===== src/hdl/wrr_pkg.sv =====
package wrr_pkg;

  localparam int MAX_SITES       = 4;
  localparam int SITE_COUNT_DEF  = 4;
  localparam int QUEUE_DEPTH_DEF = 8;

  localparam int TAG_W      = 16;
  localparam int WEIGHT_W   = 16;
  localparam int SITE_IDX_W = 2;
  localparam int SITES_W    = 3;
  localparam int COPY_W     = 4;
  localparam int COUNT_W    = 6;
  localparam int KIND_W     = 3;
  localparam int CFG_IDX_W  = 3;
  localparam int CFG_DATA_W = 16;
  // quota compare: (j+1)*2*min against 2*w+min, j up to eight
  localparam int ACC_W      = 22;

  localparam logic CMD_ENQUEUE = 1'b0;
  localparam logic CMD_DEQUEUE = 1'b1;

  localparam logic [CFG_IDX_W-1:0] REG_ACTIVE_SITES = 3'd0;
  localparam logic [CFG_IDX_W-1:0] REG_WEIGHT_0     = 3'd1;
  localparam logic [CFG_IDX_W-1:0] REG_WEIGHT_1     = 3'd2;
  localparam logic [CFG_IDX_W-1:0] REG_WEIGHT_2     = 3'd3;
  localparam logic [CFG_IDX_W-1:0] REG_WEIGHT_3     = 3'd4;

  typedef enum logic [KIND_W-1:0] {
    KIND_ACCEPTED     = 3'd0,
    KIND_UNKNOWN_SITE = 3'd1,
    KIND_QUEUE_FULL   = 3'd2,
    KIND_RESPONSE     = 3'd3,
    KIND_ROUND_DONE   = 3'd4,
    KIND_NO_SITES     = 3'd5
  } kind_e;

  typedef enum logic [3:0] {
    ST_IDLE,
    ST_ENQ_CHK,
    ST_ENQ_WR,
    ST_MIN,
    ST_SITE_INIT,
    ST_POP_CHK,
    ST_POP_RD,
    ST_POP_OUT,
    ST_EMIT
  } state_e;

  typedef struct packed {
    logic                  push;
    logic                  pop;
    logic                  rd;
    logic [SITE_IDX_W-1:0] site;
  } q_cmd_t;

endpackage


===== src/hdl/wrr_if.sv =====
interface wrr_in_if;
  logic                               valid;
  logic                               ready;
  logic                               command;
  logic [wrr_pkg::TAG_W-1:0]          request_tag;
  logic [wrr_pkg::SITE_IDX_W-1:0]     site_index;
  logic [wrr_pkg::COPY_W-1:0]         copy_count;

  modport source (output valid, command, request_tag, site_index, copy_count, input ready);
  modport sink (input valid, command, request_tag, site_index, copy_count, output ready);
endinterface

interface wrr_out_if;
  logic                               valid;
  logic                               ready;
  logic [wrr_pkg::KIND_W-1:0]         kind;
  logic [wrr_pkg::TAG_W-1:0]          served_tag;
  logic [wrr_pkg::SITE_IDX_W-1:0]     served_site;
  logic [wrr_pkg::COUNT_W-1:0]        served_count;
  logic                               last;

  modport source (output valid, kind, served_tag, served_site, served_count, last,
                  input ready);
  modport sink (input valid, kind, served_tag, served_site, served_count, last,
                output ready);
endinterface

interface wrr_cfg_if;
  logic                               valid;
  logic                               ready;
  logic [wrr_pkg::CFG_IDX_W-1:0]      index;
  logic [wrr_pkg::CFG_DATA_W-1:0]     data;

  modport source (output valid, index, data, input ready);
  modport sink (input valid, index, data, output ready);
endinterface


===== src/hdl/wrr_alu.sv =====
module wrr_alu (
  input  logic [wrr_pkg::ACC_W-1:0] op_a_i,
  input  logic [wrr_pkg::ACC_W-1:0] op_b_i,
  output logic [wrr_pkg::ACC_W-1:0] sum_o,
  output logic                      le_o
);

  // one adder and one magnitude compare, shared by the min-weight scan, quota limit and pop steps of the sequencer
  assign sum_o = op_a_i + op_b_i;
  assign le_o  = (op_a_i <= op_b_i);

endmodule


===== src/hdl/wrr_queue.sv =====
module wrr_queue #(
  parameter int SITE_COUNT  = wrr_pkg::SITE_COUNT_DEF,
  parameter int QUEUE_DEPTH = wrr_pkg::QUEUE_DEPTH_DEF
) (
  input  logic                               clk_i,
  input  logic                               rst_ni,
  input  wrr_pkg::q_cmd_t                    cmd_i,
  input  logic [wrr_pkg::TAG_W-1:0]          tag_i,
  output logic [$clog2(QUEUE_DEPTH+1)-1:0]   fill_o,
  output logic [wrr_pkg::TAG_W-1:0]          rdata_o
);

  localparam int SiteW   = (SITE_COUNT > 1) ? $clog2(SITE_COUNT) : 1;
  localparam int HeadW   = $clog2(QUEUE_DEPTH);
  localparam int FillW   = $clog2(QUEUE_DEPTH+1);
  localparam int SlotW   = FillW + 1;
  localparam int Entries = SITE_COUNT * QUEUE_DEPTH;
  localparam int AddrW   = $clog2(Entries);

  logic [wrr_pkg::TAG_W-1:0] mem_q [Entries];
  logic [wrr_pkg::TAG_W-1:0] rdata_q;
  logic [HeadW-1:0]          head_q [SITE_COUNT];
  logic [FillW-1:0]          fill_q [SITE_COUNT];

  logic [SiteW-1:0] sel;
  logic [HeadW-1:0] head_sel;
  logic [FillW-1:0] fill_sel;
  logic [SlotW-1:0] slot_sum;
  logic [HeadW-1:0] wslot;
  logic [AddrW:0]   base;
  logic [AddrW:0]   waddr_wide;
  logic [AddrW:0]   raddr_wide;
  logic [HeadW-1:0] head_next;

  assign sel      = cmd_i.site[SiteW-1:0];
  assign head_sel = head_q[sel];
  assign fill_sel = fill_q[sel];

  // tail slot wraps at the depth, which need not be a power of two
  assign slot_sum = SlotW'(head_sel) + SlotW'(fill_sel);
  always_comb begin
    if (slot_sum >= SlotW'(QUEUE_DEPTH)) begin
      wslot = HeadW'(slot_sum - SlotW'(QUEUE_DEPTH));
    end else begin
      wslot = HeadW'(slot_sum);
    end
  end

  assign base       = (AddrW+1)'(sel) * (AddrW+1)'(QUEUE_DEPTH);
  assign waddr_wide = base + (AddrW+1)'(wslot);
  assign raddr_wide = base + (AddrW+1)'(head_sel);

  assign head_next = (head_sel == HeadW'(QUEUE_DEPTH - 1)) ? '0 : head_sel + HeadW'(1);

  always_ff @(posedge clk_i) begin
    if (cmd_i.push) begin
      mem_q[waddr_wide[AddrW-1:0]] <= tag_i;
    end
    if (cmd_i.rd) begin
      rdata_q <= mem_q[raddr_wide[AddrW-1:0]];
    end
  end

  always_ff @(posedge clk_i or negedge rst_ni) begin
    if (!rst_ni) begin
      for (int i = 0; i < SITE_COUNT; i++) begin
        head_q[i] <= '0;
        fill_q[i] <= '0;
      end
    end else if (cmd_i.push) begin
      fill_q[sel] <= fill_sel + FillW'(1);
    end else if (cmd_i.pop) begin
      fill_q[sel] <= fill_sel - FillW'(1);
      head_q[sel] <= head_next;
    end
  end

  assign fill_o  = fill_sel;
  assign rdata_o = rdata_q;

endmodule


===== src/hdl/wrr_ctrl.sv =====
module wrr_ctrl #(
  parameter int SITE_COUNT  = wrr_pkg::SITE_COUNT_DEF,
  parameter int QUEUE_DEPTH = wrr_pkg::QUEUE_DEPTH_DEF
) (
  input  logic                               clk_i,
  input  logic                               rst_ni,
  wrr_in_if.sink                             req,
  wrr_out_if.source                          rsp,
  input  logic [wrr_pkg::SITES_W-1:0]        nsites_i,
  input  logic [wrr_pkg::WEIGHT_W-1:0]       weight_i [wrr_pkg::MAX_SITES],
  output wrr_pkg::q_cmd_t                    q_cmd_o,
  output logic [wrr_pkg::TAG_W-1:0]          q_tag_o,
  input  logic [$clog2(QUEUE_DEPTH+1)-1:0]   q_fill_i,
  input  logic [wrr_pkg::TAG_W-1:0]          q_rdata_i
);

  localparam int FillW = $clog2(QUEUE_DEPTH+1);
  localparam int SumW  = ((FillW > wrr_pkg::COPY_W) ? FillW : wrr_pkg::COPY_W) + 1;
  localparam int AccW  = wrr_pkg::ACC_W;

  wrr_pkg::state_e state_q, state_d;

  logic [wrr_pkg::TAG_W-1:0]          tag_q, tag_d;
  logic [wrr_pkg::SITE_IDX_W-1:0]     site_q, site_d;
  logic [wrr_pkg::COPY_W-1:0]         copies_q, copies_d;
  logic [wrr_pkg::COPY_W-1:0]         cnt_q, cnt_d;
  logic [wrr_pkg::SITES_W-1:0]        s_q, s_d;
  logic [wrr_pkg::WEIGHT_W-1:0]       minw_q, minw_d;
  logic [AccW-1:0]                    limit_q, limit_d;
  logic [AccW-1:0]                    acc_q, acc_d;
  logic [wrr_pkg::COUNT_W-1:0]        total_q, total_d;
  wrr_pkg::kind_e                     pend_q, pend_d;

  logic                               out_valid_q, out_valid_d;
  wrr_pkg::kind_e                     out_kind_q, out_kind_d;
  logic [wrr_pkg::TAG_W-1:0]          out_tag_q, out_tag_d;
  logic [wrr_pkg::SITE_IDX_W-1:0]     out_site_q, out_site_d;
  logic [wrr_pkg::COUNT_W-1:0]        out_count_q, out_count_d;
  logic                               out_last_q, out_last_d;

  logic                               accept;
  logic                               out_free;
  logic [wrr_pkg::WEIGHT_W-1:0]       w_raw;
  logic [wrr_pkg::WEIGHT_W-1:0]       w_eff;
  logic [AccW-1:0]                    two_min;
  logic                               site_bad;
  logic                               too_full;
  logic                               sites_done;
  logic [AccW-1:0]                    alu_a, alu_b, alu_sum;
  logic                               alu_le;

  assign req.ready = (state_q == wrr_pkg::ST_IDLE);
  assign accept    = req.valid && req.ready;
  assign out_free  = !out_valid_q || rsp.ready;

  // zero weight counts as one
  assign w_raw      = weight_i[s_q[wrr_pkg::SITE_IDX_W-1:0]];
  assign w_eff      = (w_raw == '0) ? wrr_pkg::WEIGHT_W'(1) : w_raw;
  assign two_min    = AccW'(minw_q) << 1;
  assign sites_done = (s_q == nsites_i);
  assign site_bad   = (wrr_pkg::SITES_W'(site_q) >= nsites_i);
  assign too_full   = (SumW'(q_fill_i) + SumW'(copies_q)) > SumW'(QUEUE_DEPTH);

  wrr_alu u_alu (
    .op_a_i (alu_a),
    .op_b_i (alu_b),
    .sum_o  (alu_sum),
    .le_o   (alu_le)
  );

  // next state
  always_comb begin
    state_d = state_q;
    case (state_q)
      wrr_pkg::ST_IDLE: begin
        if (accept) begin
          if (req.command == wrr_pkg::CMD_ENQUEUE) begin
            state_d = wrr_pkg::ST_ENQ_CHK;
          end else if (nsites_i == '0) begin
            state_d = wrr_pkg::ST_EMIT;
          end else begin
            state_d = wrr_pkg::ST_MIN;
          end
        end
      end
      wrr_pkg::ST_ENQ_CHK: begin
        if (site_bad || too_full) begin
          state_d = wrr_pkg::ST_EMIT;
        end else begin
          state_d = wrr_pkg::ST_ENQ_WR;
        end
      end
      wrr_pkg::ST_ENQ_WR: begin
        if (cnt_q == copies_q) begin
          state_d = wrr_pkg::ST_EMIT;
        end
      end
      wrr_pkg::ST_MIN: begin
        if (sites_done) begin
          state_d = wrr_pkg::ST_SITE_INIT;
        end
      end
      wrr_pkg::ST_SITE_INIT: begin
        if (sites_done) begin
          state_d = wrr_pkg::ST_EMIT;
        end else begin
          state_d = wrr_pkg::ST_POP_CHK;
        end
      end
      wrr_pkg::ST_POP_CHK: begin
        if ((q_fill_i != '0) && alu_le) begin
          state_d = wrr_pkg::ST_POP_RD;
        end else begin
          state_d = wrr_pkg::ST_SITE_INIT;
        end
      end
      wrr_pkg::ST_POP_RD: begin
        state_d = wrr_pkg::ST_POP_OUT;
      end
      wrr_pkg::ST_POP_OUT: begin
        if (out_free) begin
          state_d = wrr_pkg::ST_POP_CHK;
        end
      end
      wrr_pkg::ST_EMIT: begin
        if (out_free) begin
          state_d = wrr_pkg::ST_IDLE;
        end
      end
      default: begin
        state_d = wrr_pkg::ST_IDLE;
      end
    endcase
  end

  // datapath and outputs
  always_comb begin
    tag_d       = tag_q;
    site_d      = site_q;
    copies_d    = copies_q;
    cnt_d       = cnt_q;
    s_d         = s_q;
    minw_d      = minw_q;
    limit_d     = limit_q;
    acc_d       = acc_q;
    total_d     = total_q;
    pend_d      = pend_q;
    out_valid_d = out_valid_q && !rsp.ready;
    out_kind_d  = out_kind_q;
    out_tag_d   = out_tag_q;
    out_site_d  = out_site_q;
    out_count_d = out_count_q;
    out_last_d  = out_last_q;
    q_cmd_o     = '{push: 1'b0, pop: 1'b0, rd: 1'b0, site: s_q[wrr_pkg::SITE_IDX_W-1:0]};
    q_tag_o     = tag_q;
    alu_a       = AccW'(w_eff);
    alu_b       = AccW'(minw_q);
    case (state_q)
      wrr_pkg::ST_IDLE: begin
        if (accept) begin
          tag_d    = req.request_tag;
          site_d   = req.site_index;
          copies_d = req.copy_count;
          s_d      = '0;
          minw_d   = '1;
          total_d  = '0;
          pend_d   = wrr_pkg::KIND_NO_SITES;
        end
      end
      wrr_pkg::ST_ENQ_CHK: begin
        q_cmd_o.site = site_q;
        cnt_d        = '0;
        if (site_bad) begin
          pend_d = wrr_pkg::KIND_UNKNOWN_SITE;
        end else if (too_full) begin
          pend_d = wrr_pkg::KIND_QUEUE_FULL;
        end else begin
          pend_d = wrr_pkg::KIND_ACCEPTED;
        end
      end
      wrr_pkg::ST_ENQ_WR: begin
        q_cmd_o.site = site_q;
        if (cnt_q != copies_q) begin
          q_cmd_o.push = 1'b1;
          cnt_d        = cnt_q + wrr_pkg::COPY_W'(1);
        end
      end
      wrr_pkg::ST_MIN: begin
        if (sites_done) begin
          s_d = '0;
        end else begin
          if (alu_le) begin
            minw_d = w_eff;
          end
          s_d = s_q + wrr_pkg::SITES_W'(1);
        end
      end
      wrr_pkg::ST_SITE_INIT: begin
        // limit = 2*w + min; the j-th pop is allowed while j*2*min <= limit
        alu_a   = AccW'(w_eff) << 1;
        alu_b   = AccW'(minw_q);
        limit_d = alu_sum;
        acc_d   = two_min;
        pend_d  = wrr_pkg::KIND_ROUND_DONE;
      end
      wrr_pkg::ST_POP_CHK: begin
        alu_a = acc_q;
        alu_b = limit_q;
        if (!((q_fill_i != '0) && alu_le)) begin
          s_d = s_q + wrr_pkg::SITES_W'(1);
        end
      end
      wrr_pkg::ST_POP_RD: begin
        q_cmd_o.rd = 1'b1;
      end
      wrr_pkg::ST_POP_OUT: begin
        alu_a = acc_q;
        alu_b = two_min;
        if (out_free) begin
          q_cmd_o.pop = 1'b1;
          acc_d       = alu_sum;
          total_d     = total_q + wrr_pkg::COUNT_W'(1);
          out_valid_d = 1'b1;
          out_kind_d  = wrr_pkg::KIND_RESPONSE;
          out_tag_d   = q_rdata_i;
          out_site_d  = s_q[wrr_pkg::SITE_IDX_W-1:0];
          out_count_d = '0;
          out_last_d  = 1'b0;
        end
      end
      wrr_pkg::ST_EMIT: begin
        if (out_free) begin
          out_valid_d = 1'b1;
          out_kind_d  = pend_q;
          out_tag_d   = '0;
          out_site_d  = '0;
          out_count_d = (pend_q == wrr_pkg::KIND_ROUND_DONE) ? total_q : '0;
          out_last_d  = 1'b1;
        end
      end
      default: begin
      end
    endcase
  end

  always_ff @(posedge clk_i or negedge rst_ni) begin
    if (!rst_ni) begin
      state_q     <= wrr_pkg::ST_IDLE;
      out_valid_q <= 1'b0;
    end else begin
      state_q     <= state_d;
      out_valid_q <= out_valid_d;
    end
  end

  always_ff @(posedge clk_i) begin
    tag_q       <= tag_d;
    site_q      <= site_d;
    copies_q    <= copies_d;
    cnt_q       <= cnt_d;
    s_q         <= s_d;
    minw_q      <= minw_d;
    limit_q     <= limit_d;
    acc_q       <= acc_d;
    total_q     <= total_d;
    pend_q      <= pend_d;
    out_kind_q  <= out_kind_d;
    out_tag_q   <= out_tag_d;
    out_site_q  <= out_site_d;
    out_count_q <= out_count_d;
    out_last_q  <= out_last_d;
  end

  assign rsp.valid        = out_valid_q;
  assign rsp.kind         = out_kind_q;
  assign rsp.served_tag   = out_tag_q;
  assign rsp.served_site  = out_site_q;
  assign rsp.served_count = out_count_q;
  assign rsp.last         = out_last_q;

endmodule


===== src/hdl/weighted_round_robin_dequeue.sv =====
// weighted round-robin dequeue
// req_i takes words: command 0 enqueues request_tag copy_count times into the
// fifo of site_index, command 1 runs one dequeue round over the active sites.
// rsp_o returns result words; the final word for each request has last set.
// cfg_i writes active_sites (index 0) and the four site weights (1..4); it is
// always ready, and the user must write it only while no request is in flight;
// the block itself does not enforce this. an accepted enqueue writes its copies
// and then gives its single result word; a rejected one, and a round with no
// active site, give a single word too. in a dequeue round the sequencer reuses
// one add/compare unit for the min-weight scan, the quota limit and the
// per-pop quota check, and the queue port takes one entry per cycle.
// req_i is not ready while a request is being worked on.
// results go through an output register: when rsp_o stalls the sequencer
// holds at its next result until the register frees up.
// reset empties all queues (head and fill cleared), sets active_sites to 0
// and every weight to 1; queue contents are not cleared.
module weighted_round_robin_dequeue #(
  parameter int SITE_COUNT  = wrr_pkg::SITE_COUNT_DEF,
  parameter int QUEUE_DEPTH = wrr_pkg::QUEUE_DEPTH_DEF
) (
  input  logic      clk_i,
  input  logic      rst_ni,
  wrr_in_if.sink    req_i,
  wrr_out_if.source rsp_o,
  wrr_cfg_if.sink   cfg_i
);

  localparam int FillW = $clog2(QUEUE_DEPTH+1);

  logic [wrr_pkg::SITES_W-1:0]  active_q;
  logic [wrr_pkg::WEIGHT_W-1:0] weight_q [wrr_pkg::MAX_SITES];
  logic [wrr_pkg::SITES_W-1:0]  nsites;
  logic                         cfg_wr;

  wrr_pkg::q_cmd_t              q_cmd;
  logic [wrr_pkg::TAG_W-1:0]    q_tag;
  logic [FillW-1:0]             q_fill;
  logic [wrr_pkg::TAG_W-1:0]    q_rdata;

  assign cfg_i.ready = 1'b1;
  assign cfg_wr      = cfg_i.valid && cfg_i.ready;

  always_ff @(posedge clk_i or negedge rst_ni) begin
    if (!rst_ni) begin
      active_q <= '0;
      for (int i = 0; i < wrr_pkg::MAX_SITES; i++) begin
        weight_q[i] <= wrr_pkg::WEIGHT_W'(1);
      end
    end else if (cfg_wr) begin
      case (cfg_i.index)
        wrr_pkg::REG_ACTIVE_SITES: active_q    <= cfg_i.data[wrr_pkg::SITES_W-1:0];
        wrr_pkg::REG_WEIGHT_0:     weight_q[0] <= cfg_i.data[wrr_pkg::WEIGHT_W-1:0];
        wrr_pkg::REG_WEIGHT_1:     weight_q[1] <= cfg_i.data[wrr_pkg::WEIGHT_W-1:0];
        wrr_pkg::REG_WEIGHT_2:     weight_q[2] <= cfg_i.data[wrr_pkg::WEIGHT_W-1:0];
        wrr_pkg::REG_WEIGHT_3:     weight_q[3] <= cfg_i.data[wrr_pkg::WEIGHT_W-1:0];
        default: begin
        end
      endcase
    end
  end

  // more sites than built saturate to the built count
  assign nsites = (active_q > wrr_pkg::SITES_W'(SITE_COUNT)) ?
                  wrr_pkg::SITES_W'(SITE_COUNT) : active_q;

  wrr_ctrl #(
    .SITE_COUNT  (SITE_COUNT),
    .QUEUE_DEPTH (QUEUE_DEPTH)
  ) u_ctrl (
    .clk_i     (clk_i),
    .rst_ni    (rst_ni),
    .req       (req_i),
    .rsp       (rsp_o),
    .nsites_i  (nsites),
    .weight_i  (weight_q),
    .q_cmd_o   (q_cmd),
    .q_tag_o   (q_tag),
    .q_fill_i  (q_fill),
    .q_rdata_i (q_rdata)
  );

  wrr_queue #(
    .SITE_COUNT  (SITE_COUNT),
    .QUEUE_DEPTH (QUEUE_DEPTH)
  ) u_queue (
    .clk_i   (clk_i),
    .rst_ni  (rst_ni),
    .cmd_i   (q_cmd),
    .tag_i   (q_tag),
    .fill_o  (q_fill),
    .rdata_o (q_rdata)
  );

endmodule


===== src/flat_wrapper.sv =====
// flat-port wrapper written by rule: the top's interface ports become plain ports
module weighted_round_robin_dequeue_flat 
#(
  parameter int SITE_COUNT  = wrr_pkg::SITE_COUNT_DEF,
  parameter int QUEUE_DEPTH = wrr_pkg::QUEUE_DEPTH_DEF
)
  (clk_i, rst_ni, req_i_valid, req_i_command, req_i_request_tag, req_i_site_index, req_i_copy_count, req_i_ready, rsp_o_valid, rsp_o_kind, rsp_o_served_tag, rsp_o_served_site, rsp_o_served_count, rsp_o_last, rsp_o_ready, cfg_i_valid, cfg_i_index, cfg_i_data, cfg_i_ready);
  wrr_in_if req_i_i ();
  wrr_out_if rsp_o_i ();
  wrr_cfg_if cfg_i_i ();
  input  logic clk_i;
  input  logic rst_ni;
  input wire logic [$bits(req_i_i.valid)-1:0] req_i_valid;
  input wire logic [$bits(req_i_i.command)-1:0] req_i_command;
  input wire logic [$bits(req_i_i.request_tag)-1:0] req_i_request_tag;
  input wire logic [$bits(req_i_i.site_index)-1:0] req_i_site_index;
  input wire logic [$bits(req_i_i.copy_count)-1:0] req_i_copy_count;
  output wire logic [$bits(req_i_i.ready)-1:0] req_i_ready;
  output wire logic [$bits(rsp_o_i.valid)-1:0] rsp_o_valid;
  output wire logic [$bits(rsp_o_i.kind)-1:0] rsp_o_kind;
  output wire logic [$bits(rsp_o_i.served_tag)-1:0] rsp_o_served_tag;
  output wire logic [$bits(rsp_o_i.served_site)-1:0] rsp_o_served_site;
  output wire logic [$bits(rsp_o_i.served_count)-1:0] rsp_o_served_count;
  output wire logic [$bits(rsp_o_i.last)-1:0] rsp_o_last;
  input wire logic [$bits(rsp_o_i.ready)-1:0] rsp_o_ready;
  input wire logic [$bits(cfg_i_i.valid)-1:0] cfg_i_valid;
  input wire logic [$bits(cfg_i_i.index)-1:0] cfg_i_index;
  input wire logic [$bits(cfg_i_i.data)-1:0] cfg_i_data;
  output wire logic [$bits(cfg_i_i.ready)-1:0] cfg_i_ready;
  assign req_i_i.valid = req_i_valid;
  assign req_i_i.command = req_i_command;
  assign req_i_i.request_tag = req_i_request_tag;
  assign req_i_i.site_index = req_i_site_index;
  assign req_i_i.copy_count = req_i_copy_count;
  assign req_i_ready = req_i_i.ready;
  assign rsp_o_valid = rsp_o_i.valid;
  assign rsp_o_kind = rsp_o_i.kind;
  assign rsp_o_served_tag = rsp_o_i.served_tag;
  assign rsp_o_served_site = rsp_o_i.served_site;
  assign rsp_o_served_count = rsp_o_i.served_count;
  assign rsp_o_last = rsp_o_i.last;
  assign rsp_o_i.ready = rsp_o_ready;
  assign cfg_i_i.valid = cfg_i_valid;
  assign cfg_i_i.index = cfg_i_index;
  assign cfg_i_i.data = cfg_i_data;
  assign cfg_i_ready = cfg_i_i.ready;
  weighted_round_robin_dequeue #(.SITE_COUNT(SITE_COUNT), .QUEUE_DEPTH(QUEUE_DEPTH)) u_core (.clk_i(clk_i), .rst_ni(rst_ni), .req_i(req_i_i), .rsp_o(rsp_o_i), .cfg_i(cfg_i_i));
endmodule

===== config.mk =====
export PLATFORM = sky130hd
export DESIGN_NAME = weighted_round_robin_dequeue_flat
export DESIGN_NICKNAME = d
export VERILOG_FILES = /design/src/hdl/wrr_pkg.sv /design/src/hdl/wrr_if.sv /design/src/hdl/wrr_alu.sv /design/src/hdl/wrr_queue.sv /design/src/hdl/wrr_ctrl.sv /design/src/hdl/weighted_round_robin_dequeue.sv /design/src/flat_wrapper.sv
export SDC_FILE = /design/constraint.sdc
export NUM_CORES = 1
export LEC_CHECK = 0
export ABC_AREA = 1
export ABC_CLOCK_PERIOD_IN_PS = 10400
export BUFFER_PORTS_ARGS = -buffer_cell sky130_fd_sc_hd__buf_2
export CORE_ASPECT_RATIO = 1.75
export CORE_MARGIN = 3
export CORE_UTILIZATION = 55
export DETAILED_ROUTE_END_ITERATION = 10
export GPL_TIMING_DRIVEN = 0
export PLACE_DENSITY = 0.75
export SYNTH_ARGS = -nofsm -noshare
export SYNTH_HDL_FRONTEND = slang
export SYNTH_HIERARCHICAL = 1
export SYNTH_SLANG_ARGS = --single-unit

===== constraint.sdc =====
create_clock -name clk_i -period 10.4 [get_ports clk_i]
set_input_delay 2.08 -clock clk_i [delete_from_list [all_inputs] [get_ports clk_i]]
set_output_delay 2.08 -clock clk_i [all_outputs]
set_load 0.1 [all_outputs]

; ---- Word level (Yosys, flattened, before mapping)
; Memory sizes are Yosys's and may differ from the RTL's. A register that Yosys moved wholly into a read port is not among the register bits.
; Cells that the tools add are included.
[word_totals]
memories = 1
register_bits = 226
word_cells = 199
inputBits = 47
mem_bits_rw = 512
[memory_table]
columns = memory, words, word_bits, rd, rd_ports_with_merged_regs, write_ports, line_no
row1 = u_core.u_queue.mem_q, 32, 16, 1, 1, 1, wrr_queue.sv:20  ; logic [wrr_pkg::TAG_W-1:0] mem_q [Entries];
[classes]
n_reduce_logical = 39
magnitude_cmp = 8
bitwise_logic = 3
eq_ne = 26
mux = 80
addsub = 12
[ops]
columns = op, n
row1 = $mux 16, 10
row2 = $pmux 22 s2, 3
row3 = $pmux 16 s2, 2
row4 = $mux 4, 13
row5 = $mux 3, 13
row6 = $pmux 4 s9, 1
row7 = $bmux 16 s2, 1
row8 = $bwmux 16, 2
row9 = $mux 6, 5
row10 = $pmux 6 s2, 2
row11 = $add 22x22->22, 1
row12 = $le 22x22->1, 1
row13 = $mux 22, 1
row14 = $reduce_and 2->1, 10
row15 = $pmux 3 s3, 2
row16 = $eq 4x3->1 const B, 4
row17 = $logic_not 16->1, 1
row18 = $ne 2x2->1 const B, 8
row19 = $bwmux 12, 1
row20 = $reduce_bool 2->1, 6
row21 = $mux 1, 11
row22 = $add 5x3->5, 2
row23 = $mux 2, 5
row24 = $eq 3x3->1 const B, 3
row25 = 43 further kinds, 60

; ---- Depth between registers and ports, before layout
[depth]
ltp_word = 12
depth_mapped = 27

; ---- Modules after synthesis
; Netlist, hierarchy kept.
[by_module_without_submodules]
columns = mod, cells_each, seq_area_each_um2, area_each_um2, n_inst
row1 = wrr_queue, 2223, 16555.9, 24857.6, 1
row2 = wrr_ctrl, 719, 3908.7, 6623.9, 1
row3 = weighted_round_robin_dequeue, 309, 1681.6, 2736.4, 1
row4 = wrr_alu, 366, 0.0, 1956.9, 1

; ---- Worst setup path before layout
; OpenSTA, ideal clock, no wires.
[synth_timing]
path_kind = reg2reg
start = reg u_core.u_ctrl.state_q[1]
end = reg u_core/u_ctrl/minw_q[0] (netlist bit), enable pin
t_arrival_ns = 4.004
path_slack_ns = 5.984
setup_ns = 0.411
path_stages_with_launch = 16
n_path_buf = 1
synth_period_minus_slack_ns = 4.416
cell_sequence = dfrtp_1 > nor2_1 > inv_2 > nor2_2 > inv_2 > buf_2 > o211ai_1 > ha_1 > nand2_1 > nor3_1 > nand2_1 > nor2_1 > nand2_1 > nand2_1 > nand2_1 > o21ai_0
[synth_between]
elab_chain_len = 6
word_cells_on_any_way = 15
classes_between = order compare: 1 / eq/ne: 7 / mux: 2 / reduce/logical: 5
[synth_rtl]
columns = item, line_no
row1 = from (decl), wrr_ctrl.sv:21  ; wrr_pkg::state_e state_q, state_d;
row2 = from (signal assigned), wrr_ctrl.sv:248  ; state_q <= wrr_pkg::ST_IDLE;
row3 = from (signal assigned), wrr_ctrl.sv:251  ; state_q <= state_d;
row4 = $eq 4x3->1, wrr_ctrl.sv:158  ; case (state_q)
row5 = $reduce_or 2->1 (no source line), --
row6 = $pmux 22 s2 *, wrr_ctrl.sv:158
row7 = via u_core.u_ctrl.alu_a[13], wrr_ctrl.sv:49  ; logic [AccW-1:0] alu_a, alu_b, alu_sum;
row8 = $le 22x22->1 *, wrr_alu.sv:10  ; assign le_o = (op_a_i <= op_b_i);
row9 = via u_core.u_ctrl.alu_le, wrr_ctrl.sv:50  ; logic alu_le;
row10 = $ne 2x2->1 (no source line) *, --
row11 = $reduce_and 4->1 (no source line) *, --
row12 = to (signal assigned), wrr_ctrl.sv:262  ; minw_q <= minw_d;
row13 = to (decl), wrr_ctrl.sv:28  ; logic [wrr_pkg::WEIGHT_W-1:0] minw_q, minw_d;
; Mark *: on every way through the listed nets, which the timed path passes. The rest lies on a longest branch.
; A chain may end at the register's enable or synchronous reset.

==> results.md <==
* Core area at 64600 um2
* Slew @ Worst Pin at 1420 ps
* Met2 wire length at 52.7 mm
* Fmax at 179 MHz
* Final WL at 105 mm
* Post-synth EDFFs at 654
* Die height at 345 um
* Top Metal Used: met4
* Worst Path Required at 10610 ps
* Yosys top cell by area: edfxtp_1
* Width of the die at 200 um
* Most numerous cell in the Yosys netlist: nand2_1
* WL per Instance at 22.6 um
* Placed cell count at 4524
* Synthesized area at 36200 um2
* Nets at 3897
* Reg2Reg Setup Slack at 4810 ps
* Post-synth top area share at 0.543
* Worst Path Max Fanout at 16
* Met3 WL at 7.61 mm
* FF+latch count, synth at 754
* Final Hold Viols at 0
* R2r endpoint: u_core/u_queue/mem_q[30][6]
* Die area at 69000 um2
* Critical path startpoint: u_core/u_ctrl/state_q[2]
* CTS Buffer Depth at 3
* Metal-1 WL at 32.7 mm
* Post-route minimum period at 5590 ps
* Slowest-stage cell, CP: nor2_1
* Syn nets at 3724
* GRT Util Overall at 0.303
* Crit Path Class: reg2reg
* Layout cells sized above 1 at 0.117
* I/O Buffers at 76
* Final Core Density at 0.626
* Max VDD drop at 0.149 mV
* Worst Path Arrival at 5800 ps
* Final HPWL DP at 76.9 mm
* PwrDens at 259 nW/um2
* Total negative slack at 0 ps
* Clk_skew at 21.7 ps
* Reg2reg start: u_core/u_ctrl/state_q[2]
* Top FF cell, synth: edfxtp_1
* Largest net degree at the start of global routing at 59
* Skew-Pair Late Insertion Delay at 620 ps
* RSZ-0062 raised after global routing: no
* Slew margin rel. at 0.0510
* Distinct cells, synth at 44
* Clock-pin slew on the worst setup and hold paths at 70 ps
* CTS tree: done
* Max_cap viols at 0
* Crit-path max cell delay at 1330 ps
* Total grt overflow at 0
* Core Rows at 123
* Final instance count without filler cells at 4658
* R2R depth at 20
* H-tree levels at 3
* Post-detailed-route count of antenna-violating nets at 0
* Mapped Avg Cell Area at 10.0 um2
* Largest cells by area after synthesis: edfxtp_1 (54%), nand2_1 (9.4%), nand3_1 (8.3%)
* I/O Pins at 78
* Detailed-route via count at 26800
* CP cell instances: nor2_1, inv_1, nor2_1, inv_1, nand2_1, nand2_1, o21ai_0, buf_6, nand2_1, nand2_1, nand2_4, nand2_4, buf_4, buf_6, ha_1, inv_1, fa_1, inv_1, nand3_1, nor2_1
* P_leak at 17.0 nW
* # hold bufs at CTS at 0
* Vias in the first global route at 26400
* Final Cycle Share at 0.538
* Worst setup path endpoint: u_core/u_queue/mem_q[30][6]
* Detailed-routing iteration count for the pre-antenna-repair pass at 5
* Antenna violations before repair at 1
* DP Area at 38100 um2
* Starting density of the core at 0.560
* Nature of the critical path endpoint: flip-flop
* Worst hold-check path type: reg2reg
* Synth top cells by count: nand2_1 (908), edfxtp_1 (654), nand3_1 (601)
* Area Overhead vs Synth at 11.9%
* Num CTS Buffers at 70
* Final Cell Area at 40500 um2
* Final Setup Violations at 0
* Clock Sinks at 754
* CP Launch Type: flip-flop
* Seq/Total Area, Yosys at 0.612
* Gate Count Post-Synth at 3617
* Placement Setup Slack at 4950 ps
* First-pass GRT wire length at 154 mm
* Avg Vias per Cell at 5.75
* DRC viols at 0
* DR iter-0 viols at 2355
* Ys async rst share at 0.133
* Status: finished clean
* Post-CTS Resized at 0
* Clock root cell: clkbuf_16
* Post-CTS Setup Bufs at 0
* Setup WS post-layout at 4810 ps
* GP Congestion at 1.00
* Slew Viols, Final at 0
* Syn. warnings at 6
[worst min-delay path by stage]
stage | from | endpoint | slack, ps | depth (start not counted)
after floorplan | u_core/weight_q[47] | u_core/weight_q[47] | 440 | 2
after global placement | u_core/weight_q[58] | u_core/weight_q[58] | 450 | 2
after detailed placement | u_core/weight_q[13] | u_core/weight_q[13] | 460 | 2
after CTS | u_core/weight_q[32] | u_core/weight_q[32] | 470 | 2
after global routing | u_core/weight_q[0] | u_core/weight_q[0] | 490 | 2
final | u_core/weight_q[32] | u_core/weight_q[32] | 470 | 2
[flip-flops by register name, indices dropped and copies added, names as in the netlist, 12 cells and up]
register,count
u_core/u_queue/rdata_o,16
u_core/u_ctrl/limit_q,22
u_core/u_ctrl/q_tag_o,16
u_core/u_ctrl/acc_q,22
u_core/u_queue/head_q,12
u_core/u_ctrl/rsp.served_tag,16
u_core/u_ctrl/minw_q,16
u_core/u_queue/mem_q,512
u_core/weight_q,64
u_core/u_queue/fill_q,16
[worst max-delay path, delay by kind of cell, from the launching register on]
kind	cells	cell delay, ps
adder cells (fa/ha/maj)	2	670
flip-flops	1	420
AO/OA/AOI/OAI	1	100
AND/OR/NAND/NOR	10	2930
buffers and inverters	7	1060
[through the flow]
step | total power, mW | hold WS, ps
floorplan | 6.43 | 442
global placement | 7.70 | 453
detailed placement | 7.85 | 458
CTS | 10.4 | 469
global route | 10.9 | 490
finish | 10.5 | 467
[report_power, final]
group	switching (mW)	total, mW	internal, mW
sequential	0.182	3.94	3.76
clock	1.11	2.54	1.42
combinational	2.91	3.99	1.08
total	4.21	10.5	6.26
[layout by cell type, fill, tap and decap left out, types with 5 or more instances in the layout]
cell,count
o21bai_1,6
inv_2,8
nand3_2,22
a21oi_1,35
nand2_1,908
xnor2_1,9
nor2_4,10
clkinv_1,16
nand3_1,601
nor3_1,13
nand3b_1,240
buf_16,19
nor2_2,27
buf_6,17
nand2_2,12
clkinv_2,9
o211ai_1,20
clkbuf_1,38
xor2_1,15
edfxtp_1,654
nor2_1,142
bufinv_16,6
ha_1,57
buf_4,39
buf_1,5
buf_2,174
dfrtp_1,96
inv_1,485
clkbuf_16,72
o21ai_1,8
o21ai_0,30
[kinds of logic after synthesis]
family / share of synthesized area
and+or+nand+nor: 0.262
DFF: 0.612
adders and majority gates: 0.0214
xor gates and xnor gates: 0.00581
other: 0.000104
muxes: 0.000311
AOI/OAI and AO/OA: 0.0173
buffers and inverters: 0.0810
[final cells by class]
class	instances	area [um2]
Multi-Input combinational cell	2185	11200
Antenna cell	3	7.51
Sequential cell	754	22100
Tap cell	812	1020
Fill cell	5160	24200
Buffer	178	1040
Timing Repair Buffer	101	986
Clock inverter	37	358
Clock buffer	88	1860
Inverter	500	1890
[metal layers]
| metal | vias to the layer above | global-route usage |
|---|---|---|
| met3 | 473 | 0.0505 |
| met1 | 12500 | 0.301 |
| met4 | 0 | 0.275 |
| met5 | - | 0 |
| met2 | 1384 | 0.529 |
| li1 | 12400 | - |
(Power assumes the default switching activity.)
